<file path="config.mk">
export PLATFORM = sky130hd
export DESIGN_NAME = text_to_oled_byte_stream_unit
export DESIGN_NICKNAME = d
export VERILOG_FILES = /design/src/rtl/tobs_pkg.sv /design/src/rtl/tobs_front.sv /design/src/rtl/tobs_queue.sv /design/src/rtl/tobs_back.sv /design/src/rtl/text_to_oled_byte_stream_unit.sv
export VERILOG_INCLUDE_DIRS = /design/src /design/src/rtl
export SDC_FILE = /design/constraint.sdc
export NUM_CORES = 1
export LEC_CHECK = 0
export CAP_MARGIN = 10
export CORE_MARGIN = 2
export CORE_UTILIZATION = 30
export CTS_BUF_LIST = sky130_fd_sc_hd__clkbuf_4 sky130_fd_sc_hd__clkbuf_8
export DETAILED_ROUTE_END_ITERATION = 10
export DONT_BUFFER_PORTS = 1
export PLACE_DENSITY = 0.46
export SLEW_MARGIN = 20
export SYNTH_ARGS = -nofsm -noshare
export SYNTH_HDL_FRONTEND = slang
export SYNTH_HIERARCHICAL = 1
export SYNTH_SLANG_ARGS = --single-unit
export TNS_END_PERCENT = 100
</file>
<file path="constraint.sdc">
create_clock -name clk -period 3.8 [get_ports clk]
set_input_delay 0.19 -clock clk [delete_from_list [all_inputs] [get_ports clk]]
set_output_delay 0.19 -clock clk [all_outputs]
set_load 0.01 [all_outputs]
</file>
<file path="src/rtl/text_to_oled_byte_stream_unit_assert.svh">
// Assertion macros shared by the text-to-OLED RTL.
`ifndef TEXT_TO_OLED_BYTE_STREAM_UNIT_ASSERT_SVH
`define TEXT_TO_OLED_BYTE_STREAM_UNIT_ASSERT_SVH

`ifndef SYNTHESIS
`define TOBS_ASSERT_IMPL(label, ante, cons, msg) \
  label: assert property (@(posedge clk) disable iff (rst) (ante) |-> (cons)) \
    else $error(msg);
`define TOBS_ASSERT_NEXT(label, ante, cons, msg) \
  label: assert property (@(posedge clk) disable iff (rst) (ante) |=> (cons)) \
    else $error(msg);
`else
`define TOBS_ASSERT_IMPL(label, ante, cons, msg)
`define TOBS_ASSERT_NEXT(label, ante, cons, msg)
`endif

`endif

</file>
<file path="src/rtl/tobs_pkg.sv">
`timescale 1ns / 1ps
package tobs_pkg;

  localparam int GLYPH_COLUMNS = 5;
  localparam int PAGE_COUNT    = 8;

  // configuration register indexes
  localparam logic [1:0] REG_START_PAGE = 2'd0;
  localparam logic [1:0] REG_CHAR_PITCH = 2'd1;
  localparam logic [1:0] REG_WRAP_LIMIT = 2'd2;

  localparam logic [2:0] START_PAGE_RST = 3'd2;
  localparam logic [6:0] CHAR_PITCH_RST = 7'd6;
  localparam logic [6:0] WRAP_LIMIT_RST = 7'd125;

  // command bases
  localparam logic [7:0] CMD_PAGE   = 8'hB0;
  localparam logic [7:0] CMD_COL_LO = 8'h00;
  localparam logic [7:0] CMD_COL_HI = 8'h10;
  localparam logic [7:0] BLANK_BYTE = 8'h00;

  // glyph rows of each character class
  localparam logic [5:0] ROW_COLON   = 6'd10;
  localparam logic [5:0] ROW_UPPER_A = 6'd11;
  localparam logic [5:0] ROW_LOWER_A = 6'd37;

  // byte slots within one character
  localparam logic [3:0] SLOT_PAGE   = 4'd0;
  localparam logic [3:0] SLOT_COL_LO = 4'd1;
  localparam logic [3:0] SLOT_COL_HI = 4'd2;
  localparam logic [3:0] SLOT_G0     = 4'd3;
  localparam logic [3:0] SLOT_G1     = 4'd4;
  localparam logic [3:0] SLOT_G2     = 4'd5;
  localparam logic [3:0] SLOT_G3     = 4'd6;
  localparam logic [3:0] SLOT_G4     = 4'd7;
  localparam logic [3:0] SLOT_BLANK  = 4'd8;

  typedef struct packed {
    logic [7:0] char_code;
    logic       first_of_string;
  } in_word_t;

  typedef struct packed {
    logic [7:0] out_byte;
    logic       is_data;
    logic       last;
  } out_word_t;

  typedef struct packed {
    logic [2:0] start_page;
    logic [6:0] char_pitch;
    logic [6:0] wrap_limit;
  } cfg_t;

  // one classified character, as queued between front and back
  typedef struct packed {
    logic [2:0] page;
    logic [6:0] column;
    logic       glyph_ok;
    logic [5:0] row;
  } job_t;

  typedef struct packed {
    logic full;
    logic empty;
  } q_stat_t;

  // 5x7 font, first column in the top byte
  function automatic logic [39:0] glyph_bits(input logic [5:0] row);
    logic [39:0] g;
    case (row)
      6'd0:  g = 40'h3E_51_49_45_3E;
      6'd1:  g = 40'h00_42_7F_40_00;
      6'd2:  g = 40'h42_61_51_49_46;
      6'd3:  g = 40'h21_41_45_4B_31;
      6'd4:  g = 40'h18_14_12_7F_10;
      6'd5:  g = 40'h27_45_45_45_39;
      6'd6:  g = 40'h3C_4A_49_49_30;
      6'd7:  g = 40'h01_71_09_05_03;
      6'd8:  g = 40'h36_49_49_49_36;
      6'd9:  g = 40'h06_49_49_29_1E;
      6'd10: g = 40'h00_36_36_00_00;
      6'd11: g = 40'h7E_11_11_11_7E;
      6'd12: g = 40'h7F_49_49_49_36;
      6'd13: g = 40'h3E_41_41_41_22;
      6'd14: g = 40'h7F_41_41_22_1C;
      6'd15: g = 40'h7F_49_49_49_41;
      6'd16: g = 40'h7F_09_09_09_01;
      6'd17: g = 40'h3E_41_49_49_7A;
      6'd18: g = 40'h7F_08_08_08_7F;
      6'd19: g = 40'h00_41_7F_41_00;
      6'd20: g = 40'h20_40_41_3F_01;
      6'd21: g = 40'h7F_08_14_22_41;
      6'd22: g = 40'h7F_40_40_40_40;
      6'd23: g = 40'h7F_02_0C_02_7F;
      6'd24: g = 40'h7F_04_08_10_7F;
      6'd25: g = 40'h3E_41_41_41_3E;
      6'd26: g = 40'h7F_09_09_09_06;
      6'd27: g = 40'h3E_41_51_21_5E;
      6'd28: g = 40'h7F_09_19_29_46;
      6'd29: g = 40'h46_49_49_49_31;
      6'd30: g = 40'h01_01_7F_01_01;
      6'd31: g = 40'h3F_40_40_40_3F;
      6'd32: g = 40'h1F_20_40_20_1F;
      6'd33: g = 40'h7F_20_18_20_7F;
      6'd34: g = 40'h63_14_08_14_63;
      6'd35: g = 40'h07_08_70_08_07;
      6'd36: g = 40'h61_51_49_45_43;
      6'd37: g = 40'h20_54_54_54_78;
      6'd38: g = 40'h7F_48_44_44_38;
      6'd39: g = 40'h38_44_44_44_20;
      6'd40: g = 40'h38_44_44_48_7F;
      6'd41: g = 40'h38_54_54_54_18;
      6'd42: g = 40'h08_7E_09_01_02;
      6'd43: g = 40'h0C_52_52_52_3E;
      6'd44: g = 40'h7F_08_04_04_78;
      6'd45: g = 40'h00_44_7D_40_00;
      6'd46: g = 40'h20_40_44_3D_00;
      6'd47: g = 40'h7F_10_28_44_00;
      6'd48: g = 40'h00_41_7F_40_00;
      6'd49: g = 40'h7C_04_18_04_78;
      6'd50: g = 40'h7C_08_04_04_78;
      6'd51: g = 40'h38_44_44_44_38;
      6'd52: g = 40'h7C_14_14_14_08;
      6'd53: g = 40'h08_14_14_18_7C;
      6'd54: g = 40'h7C_08_04_04_08;
      6'd55: g = 40'h48_54_54_54_20;
      6'd56: g = 40'h04_3F_44_40_20;
      6'd57: g = 40'h3C_40_40_20_7C;
      6'd58: g = 40'h1C_20_40_20_1C;
      6'd59: g = 40'h3C_40_30_40_3C;
      6'd60: g = 40'h44_28_10_28_44;
      6'd61: g = 40'h0C_50_50_50_3C;
      6'd62: g = 40'h44_64_54_4C_44;
      default: g = 40'h0;
    endcase
    return g;
  endfunction

endpackage

</file>
<file path="src/rtl/tobs_front.sv">
`timescale 1ns / 1ps
module tobs_front (
  input  logic              clk,
  input  logic              rst,
  input  tobs_pkg::cfg_t    cfg,
  input  logic              in_valid,
  output logic              in_ready,
  input  tobs_pkg::in_word_t in_word,
  input  tobs_pkg::q_stat_t q_stat,
  output logic              push,
  output tobs_pkg::job_t    job
);
  import tobs_pkg::*;

  logic [2:0] page;
  logic [6:0] column;
  logic [2:0] page_base;
  logic [6:0] col_base;
  logic [7:0] sum;
  logic       wrap;
  logic [7:0] code;
  logic       glyph_ok;
  logic [5:0] row;

  assign in_ready = !q_stat.full;
  assign push     = in_valid && in_ready;
  assign code     = in_word.char_code;

  always_comb begin
    page_base = in_word.first_of_string ? cfg.start_page : page;
    col_base  = in_word.first_of_string ? 7'd0 : column;
    sum       = {1'b0, col_base} + {1'b0, cfg.char_pitch};
    wrap      = sum >= {1'b0, cfg.wrap_limit};
  end

  // character classification
  always_comb begin
    glyph_ok = 1'b1;
    row      = 6'd0;
    priority if (code >= 8'h30 && code <= 8'h39) begin
      row = 6'(code - 8'h30);
    end else if (code == 8'h3A) begin
      row = ROW_COLON;
    end else if (code >= 8'h41 && code <= 8'h5A) begin
      row = ROW_UPPER_A + 6'(code - 8'h41);
    end else if (code >= 8'h61 && code <= 8'h7A) begin
      row = ROW_LOWER_A + 6'(code - 8'h61);
    end else begin
      glyph_ok = 1'b0;
    end
  end

  assign job = '{page: page_base, column: col_base, glyph_ok: glyph_ok, row: row};

  always_ff @(posedge clk) begin
    if (rst) begin
      page   <= START_PAGE_RST;
      column <= 7'd0;
    end else if (push) begin
      page   <= wrap ? page_base + 3'd1 : page_base;
      column <= wrap ? 7'd0 : sum[6:0];
    end
  end

endmodule

</file>
<file path="src/rtl/tobs_queue.sv">
`timescale 1ns / 1ps
`include "text_to_oled_byte_stream_unit_assert.svh"
module tobs_queue #(
  parameter int DEPTH = 2
) (
  input  logic              clk,
  input  logic              rst,
  input  logic              push,
  input  tobs_pkg::job_t    push_job,
  input  logic              pop,
  output tobs_pkg::job_t    head,
  output tobs_pkg::q_stat_t q_stat
);
  import tobs_pkg::*;

  localparam int PW = $clog2(DEPTH);
  localparam int CW = $clog2(DEPTH + 1);
  localparam logic [PW-1:0] LAST_PTR = PW'(DEPTH - 1);
  localparam logic [CW-1:0] FULL_CNT = CW'(DEPTH);

  job_t          slots [DEPTH];
  logic [PW-1:0] wr_ptr;
  logic [PW-1:0] rd_ptr;
  logic [CW-1:0] count;

  assign head   = slots[rd_ptr];
  assign q_stat = '{full: count == FULL_CNT, empty: count == '0};

  always_ff @(posedge clk) begin
    if (push) begin
      slots[wr_ptr] <= push_job;
    end
  end

  always_ff @(posedge clk) begin
    if (rst) begin
      wr_ptr <= '0;
      rd_ptr <= '0;
      count  <= '0;
    end else begin
      if (push) begin
        wr_ptr <= (wr_ptr == LAST_PTR) ? '0 : wr_ptr + 1'b1;
      end
      if (pop) begin
        rd_ptr <= (rd_ptr == LAST_PTR) ? '0 : rd_ptr + 1'b1;
      end
      unique case ({push, pop})
        2'b10:   count <= count + 1'b1;
        2'b01:   count <= count - 1'b1;
        default: count <= count;
      endcase
    end
  end

  `TOBS_ASSERT_IMPL(a_no_overflow, push, !q_stat.full, "push into full queue")
  `TOBS_ASSERT_IMPL(a_no_underflow, pop, !q_stat.empty, "pop from empty queue")
  `TOBS_ASSERT_IMPL(a_count_range, 1'b1, count <= FULL_CNT, "queue count out of range")

endmodule

</file>
<file path="src/rtl/tobs_back.sv">
`timescale 1ns / 1ps
`include "text_to_oled_byte_stream_unit_assert.svh"
module tobs_back (
  input  logic                clk,
  input  logic                rst,
  input  tobs_pkg::job_t      head,
  input  tobs_pkg::q_stat_t   q_stat,
  output logic                pop,
  output logic                out_valid,
  input  logic                out_ready,
  output tobs_pkg::out_word_t out_word
);
  import tobs_pkg::*;

  logic [3:0]  slot;
  logic [39:0] gbits;
  logic [7:0]  byte_now;
  logic        data_now;
  logic        last_now;
  logic        load;

  assign gbits = glyph_bits(head.row);
  assign load  = !q_stat.empty && (!out_valid || out_ready);
  assign pop   = load && last_now;

  always_comb begin
    data_now = 1'b1;
    unique case (slot)
      SLOT_PAGE: begin
        byte_now = CMD_PAGE | {5'd0, head.page};
        data_now = 1'b0;
      end
      SLOT_COL_LO: begin
        byte_now = CMD_COL_LO | {4'd0, head.column[3:0]};
        data_now = 1'b0;
      end
      SLOT_COL_HI: begin
        byte_now = CMD_COL_HI | {5'd0, head.column[6:4]};
        data_now = 1'b0;
      end
      SLOT_G0: byte_now = gbits[39:32];
      SLOT_G1: byte_now = gbits[31:24];
      SLOT_G2: byte_now = gbits[23:16];
      SLOT_G3: byte_now = gbits[15:8];
      SLOT_G4: byte_now = gbits[7:0];
      default: byte_now = BLANK_BYTE;
    endcase
    last_now = head.glyph_ok ? (slot == SLOT_BLANK) : (slot == SLOT_COL_HI);
  end

  always_ff @(posedge clk) begin
    if (load) begin
      out_word <= '{out_byte: byte_now, is_data: data_now, last: last_now};
    end
  end

  always_ff @(posedge clk) begin
    if (rst) begin
      slot      <= SLOT_PAGE;
      out_valid <= 1'b0;
    end else if (load) begin
      out_valid <= 1'b1;
      slot      <= last_now ? SLOT_PAGE : slot + 4'd1;
    end else if (out_ready) begin
      out_valid <= 1'b0;
    end
  end

  // a part-sent character must stay at the queue head
  `TOBS_ASSERT_IMPL(a_head_held, slot != SLOT_PAGE, !q_stat.empty, "head lost mid character")
  `TOBS_ASSERT_IMPL(a_slot_range, 1'b1, slot <= SLOT_BLANK, "byte slot out of range")
  `TOBS_ASSERT_NEXT(a_last_ends, pop, slot == SLOT_PAGE, "slot not restarted after last word")

endmodule

</file>
<file path="src/rtl/text_to_oled_byte_stream_unit.sv">
// An accepted character is written into the queue, then its first word into the output register.
// One output word per cycle while the queue is not empty and out_ready is high; 9 words per
// supported character, 3 otherwise. Input is taken while the queue has room.
// Reset (synchronous, rst high): cursor to page 2 column 0, registers to start_page 2,
// char_pitch 6, wrap_limit 125; queue and output emptied.
`timescale 1ns / 1ps
module text_to_oled_byte_stream_unit #(
  parameter int QUEUE_DEPTH = 2
) (
  input  logic                clk,
  input  logic                rst,
  input  logic                in_valid,
  output logic                in_ready,
  input  tobs_pkg::in_word_t  in_word,
  output logic                out_valid,
  input  logic                out_ready,
  output tobs_pkg::out_word_t out_word,
  input  logic                cfg_valid,
  output logic                cfg_ready,
  input  logic [1:0]          cfg_index,
  input  logic [6:0]          cfg_data
);
  import tobs_pkg::*;

  cfg_t    cfg;
  q_stat_t q_stat;
  job_t    push_job;
  job_t    head;
  logic    push;
  logic    pop;

  assign cfg_ready = 1'b1;

  always_ff @(posedge clk) begin
    if (rst) begin
      cfg.start_page <= START_PAGE_RST;
      cfg.char_pitch <= CHAR_PITCH_RST;
      cfg.wrap_limit <= WRAP_LIMIT_RST;
    end else if (cfg_valid && cfg_ready) begin
      unique case (cfg_index)
        REG_START_PAGE: cfg.start_page <= cfg_data[2:0];
        REG_CHAR_PITCH: cfg.char_pitch <= cfg_data;
        REG_WRAP_LIMIT: cfg.wrap_limit <= cfg_data;
        default: ;
      endcase
    end
  end

  tobs_front u_front (
    .clk      (clk),
    .rst      (rst),
    .cfg      (cfg),
    .in_valid (in_valid),
    .in_ready (in_ready),
    .in_word  (in_word),
    .q_stat   (q_stat),
    .push     (push),
    .job      (push_job)
  );

  tobs_queue #(
    .DEPTH (QUEUE_DEPTH)
  ) u_queue (
    .clk      (clk),
    .rst      (rst),
    .push     (push),
    .push_job (push_job),
    .pop      (pop),
    .head     (head),
    .q_stat   (q_stat)
  );

  tobs_back u_back (
    .clk       (clk),
    .rst       (rst),
    .head      (head),
    .q_stat    (q_stat),
    .pop       (pop),
    .out_valid (out_valid),
    .out_ready (out_ready),
    .out_word  (out_word)
  );

endmodule
</file>
==> metrics.cfg <==
[sta]
min_period_ps=3330
maxSlewHeadroom_pct=38.3
setup_viol=0
tightest_slew_ps=925
rsz0062_at_grt=false
slew_viol_final=0
tns_ps=0
max_freq_mhz=300
worst_slack_ps=470
finalCritPeriodShare_pct=87.6
skew_ps=12.1
hold_ws_ps=29.4
final-hold-violation-count=0

[route]
dr.pass1.iters=6
wl_met3_um=1700
totalWireLength_um=24800
drc=0
vias=6776
postRouteAntennaNets=0
wl_met1_um=10700
wl_met2_um=11400
wl_per_cell_um=21.1
vias_per_cell=5.76
highest_layer=met4
dr.first_iter.drc_count=727

[die]
die_h_um=161
start_util_pct=30.6
dieArea_mm2=0.0260
core-area_mm2=0.0243
die_x_um=161
rows=57
ios=36

[clock_network]
clk_path_buf_depth=2
cts-root-buf=clkbuf_8
cts_tree=done
clock_sinks=81
clkLatencyLatePin_ps=380
path_clk_slew_ps=80
cts_buffers=9
cts-resized-gates=0
cts_max_level=3

[layout]
multi_input_area_mm2=0.00485
fill_cells=2560
antenna_cells=0
fin_util_pct=32.9
layout-drive-gt1-share_pct=11.4
nNetsFinal=925
instances_no_fill=1177
syn2layout_area_growth_pct=7.79
regArea_mm2=0.00206

[setup_path]
cp-start-kind=flip-flop
required_ps=3900
crit_type=flip-flop to flip-flop
reg2reg_setup_slack_ps=470
cp_max_fo=25
crit_path_end_kind=flip-flop
arrival_ps=3430

[logic_synthesis]
yosysSeqAreaShare_pct=27.7
synth_area_per_cell_um2=8.52
synth_top_area_share_pct=17.8
synth.distinct_cells=84
ys_async_sr_fraction_pct=0
synth_top_cell_by_area=edfxtp_1
syn_nets=949
ys_warn_count=6
synth-seq-cells=81
synth_area_mm2=0.00743
synth_edf_count=44
syn_inst=872
postSynth.topFlopCell=edfxtp_1
synth.area.top_cells=edfxtp_1 (18%), dfxtp_1 (10%), ha_1 (8.9%)

[global_route]
grt.total_usage_pct=18.9
antenna_found_initial=0
grt_max_degree=68
grt.overflow.total=0
grt_pass1_vias=6566
grt_pass1_wl_um=38600

[power_and_ir_drop]
vdd.ir_drop.worst_mv=0.140
leakagePower_nw=3.00
power_density_mw_per_mm2=371

[place]
gp_congestion=0.910
io_buffer_count=0
dpl_worst_slack_ps=515
dp.cells=1148
dp.final_hpwl_um=17600

[worst_hold_path]
hp-class=primary input to flip-flop

[run]
maxCapViolations=0

[run_status]
outcome=complete, no violations

path summary, 6_finish.rpt:
| kind | cells after the start | to | startpoint |
|---|---|---|---|
| max | 8 | u_back/out_word[3]$_DFFE_PP_ | flip-flop |
| min | 1 | u_queue/slots[1][7]$_DFFE_PP_ | in_word[0] |
| max reg2reg | 8 | u_back/out_word[3]$_DFFE_PP_ | flip-flop |
| min reg2reg | 2 | u_front/column[2]$_SDFFE_PP0P_ | u_front/column[2]$_SDFFE_PP0P_ |
critical path: stages, from the launching register on:
cell and delay, ps:
dfxtp_1 430, mux2_2 380, buf_4 250, ha_1 510, and2_1 320, o311ai_0 700
a21oi_1 140, a21oi_1 170, nand3_1 140
repair_timing:
item / in CTS / in global routing
hold buffers: 13 / 0
buffers inserted: 0 / 0
hold endpoints to repair: 30 / 0
per-layer routing:
metal / track usage, % / vias up
li1: - / 3189
met1: 25.0 / 3228
met2: 30.3 / 300
met3: 3.44 / 59
met4: 8.28 / 0
met5: 0 / -
logic make-up after synthesis:
kind of cell	synth area share, %
AO/OA/AOI/OAI	24.0
other	0.0505
AND/OR/NAND/NOR	21.0
multiplexers	9.19
XOR/XNOR	1.77
buffers and inverters	7.07
flip-flops	27.7
adder cells (fa/ha/maj)	9.19
state kept, by name, summed over array words and instances, names as in the netlist, named ones only:
| signal | cells |
|---|---|
| u_back/out_word | 10 |
| u_queue/slots | 34 |
| u_front/column | 7 |
| u_front/page | 3 |
| u_queue/rd_ptr | 1 |
| u_queue/count | 2 |
| u_queue/wr_ptr | 1 |
| u_back/slot | 4 |
| cfg | 17 |
| u_back/out_valid | 1 |
through the flow:
stage | total power [mW] | instance area [um2]
finish | 2.98 | 8010
global route | 3.14 | 8010
CTS | 2.97 | 8010
detailed placement | 2.27 | 7670
global placement | 2.30 | 7670
floorplan | 1.94 | 7430
power breakdown:
group | switching, mW | internal, mW | leakage, nW | total (mW)
Combinational | 0.788 | 0.444 | 2.17 | 1.23
Clock | 0.337 | 0.333 | 0.108 | 0.671
Sequential | 0.0495 | 1.02 | 0.718 | 1.07
cells in the mapped netlist (all sizes together), types with 12 or more instances:
library cell	number
o211ai	22
dfxtp	37
nand3	27
and2	13
a21oi	57
a31oi	17
edfxtp	44
nand2	64
mux2	26
inv	31
a211oi	12
nand4	14
nor2	59
mux2i	30
nor2b	25
buf	54
clkbuf	23
nand2b	35
nor3	13
ha	53
o21ai	52
layout by cell type, fill, tap and decap left out, types with 17 or more instances in the layout:
cell type	instances
o21ai_0	52
nor2b_1	24
a31oi_1	17
nand2b_1	35
dfxtp_1	37
buf_4	28
nor2_1	58
nand2_1	64
a21oi_1	56
nand3_1	27
mux2i_1	30
ha_1	53
o211ai_1	22
mux2_2	25
edfxtp_1	44
inv_1	30
area by class of cell:
| class | instances | share of cell area (%) |
|---|---|---|
| timing repair buffer | 42 | 4.62 |
| sequential | 81 | 25.7 |
| inverter | 32 | 1.50 |
| multi-input combinational | 682 | 60.5 |
| tap | 324 | 5.06 |
| clock inverter | 5 | 0.750 |
| clock buffer | 11 | 1.81 |
No activity file was read; power rests on OpenSTA's default activity.
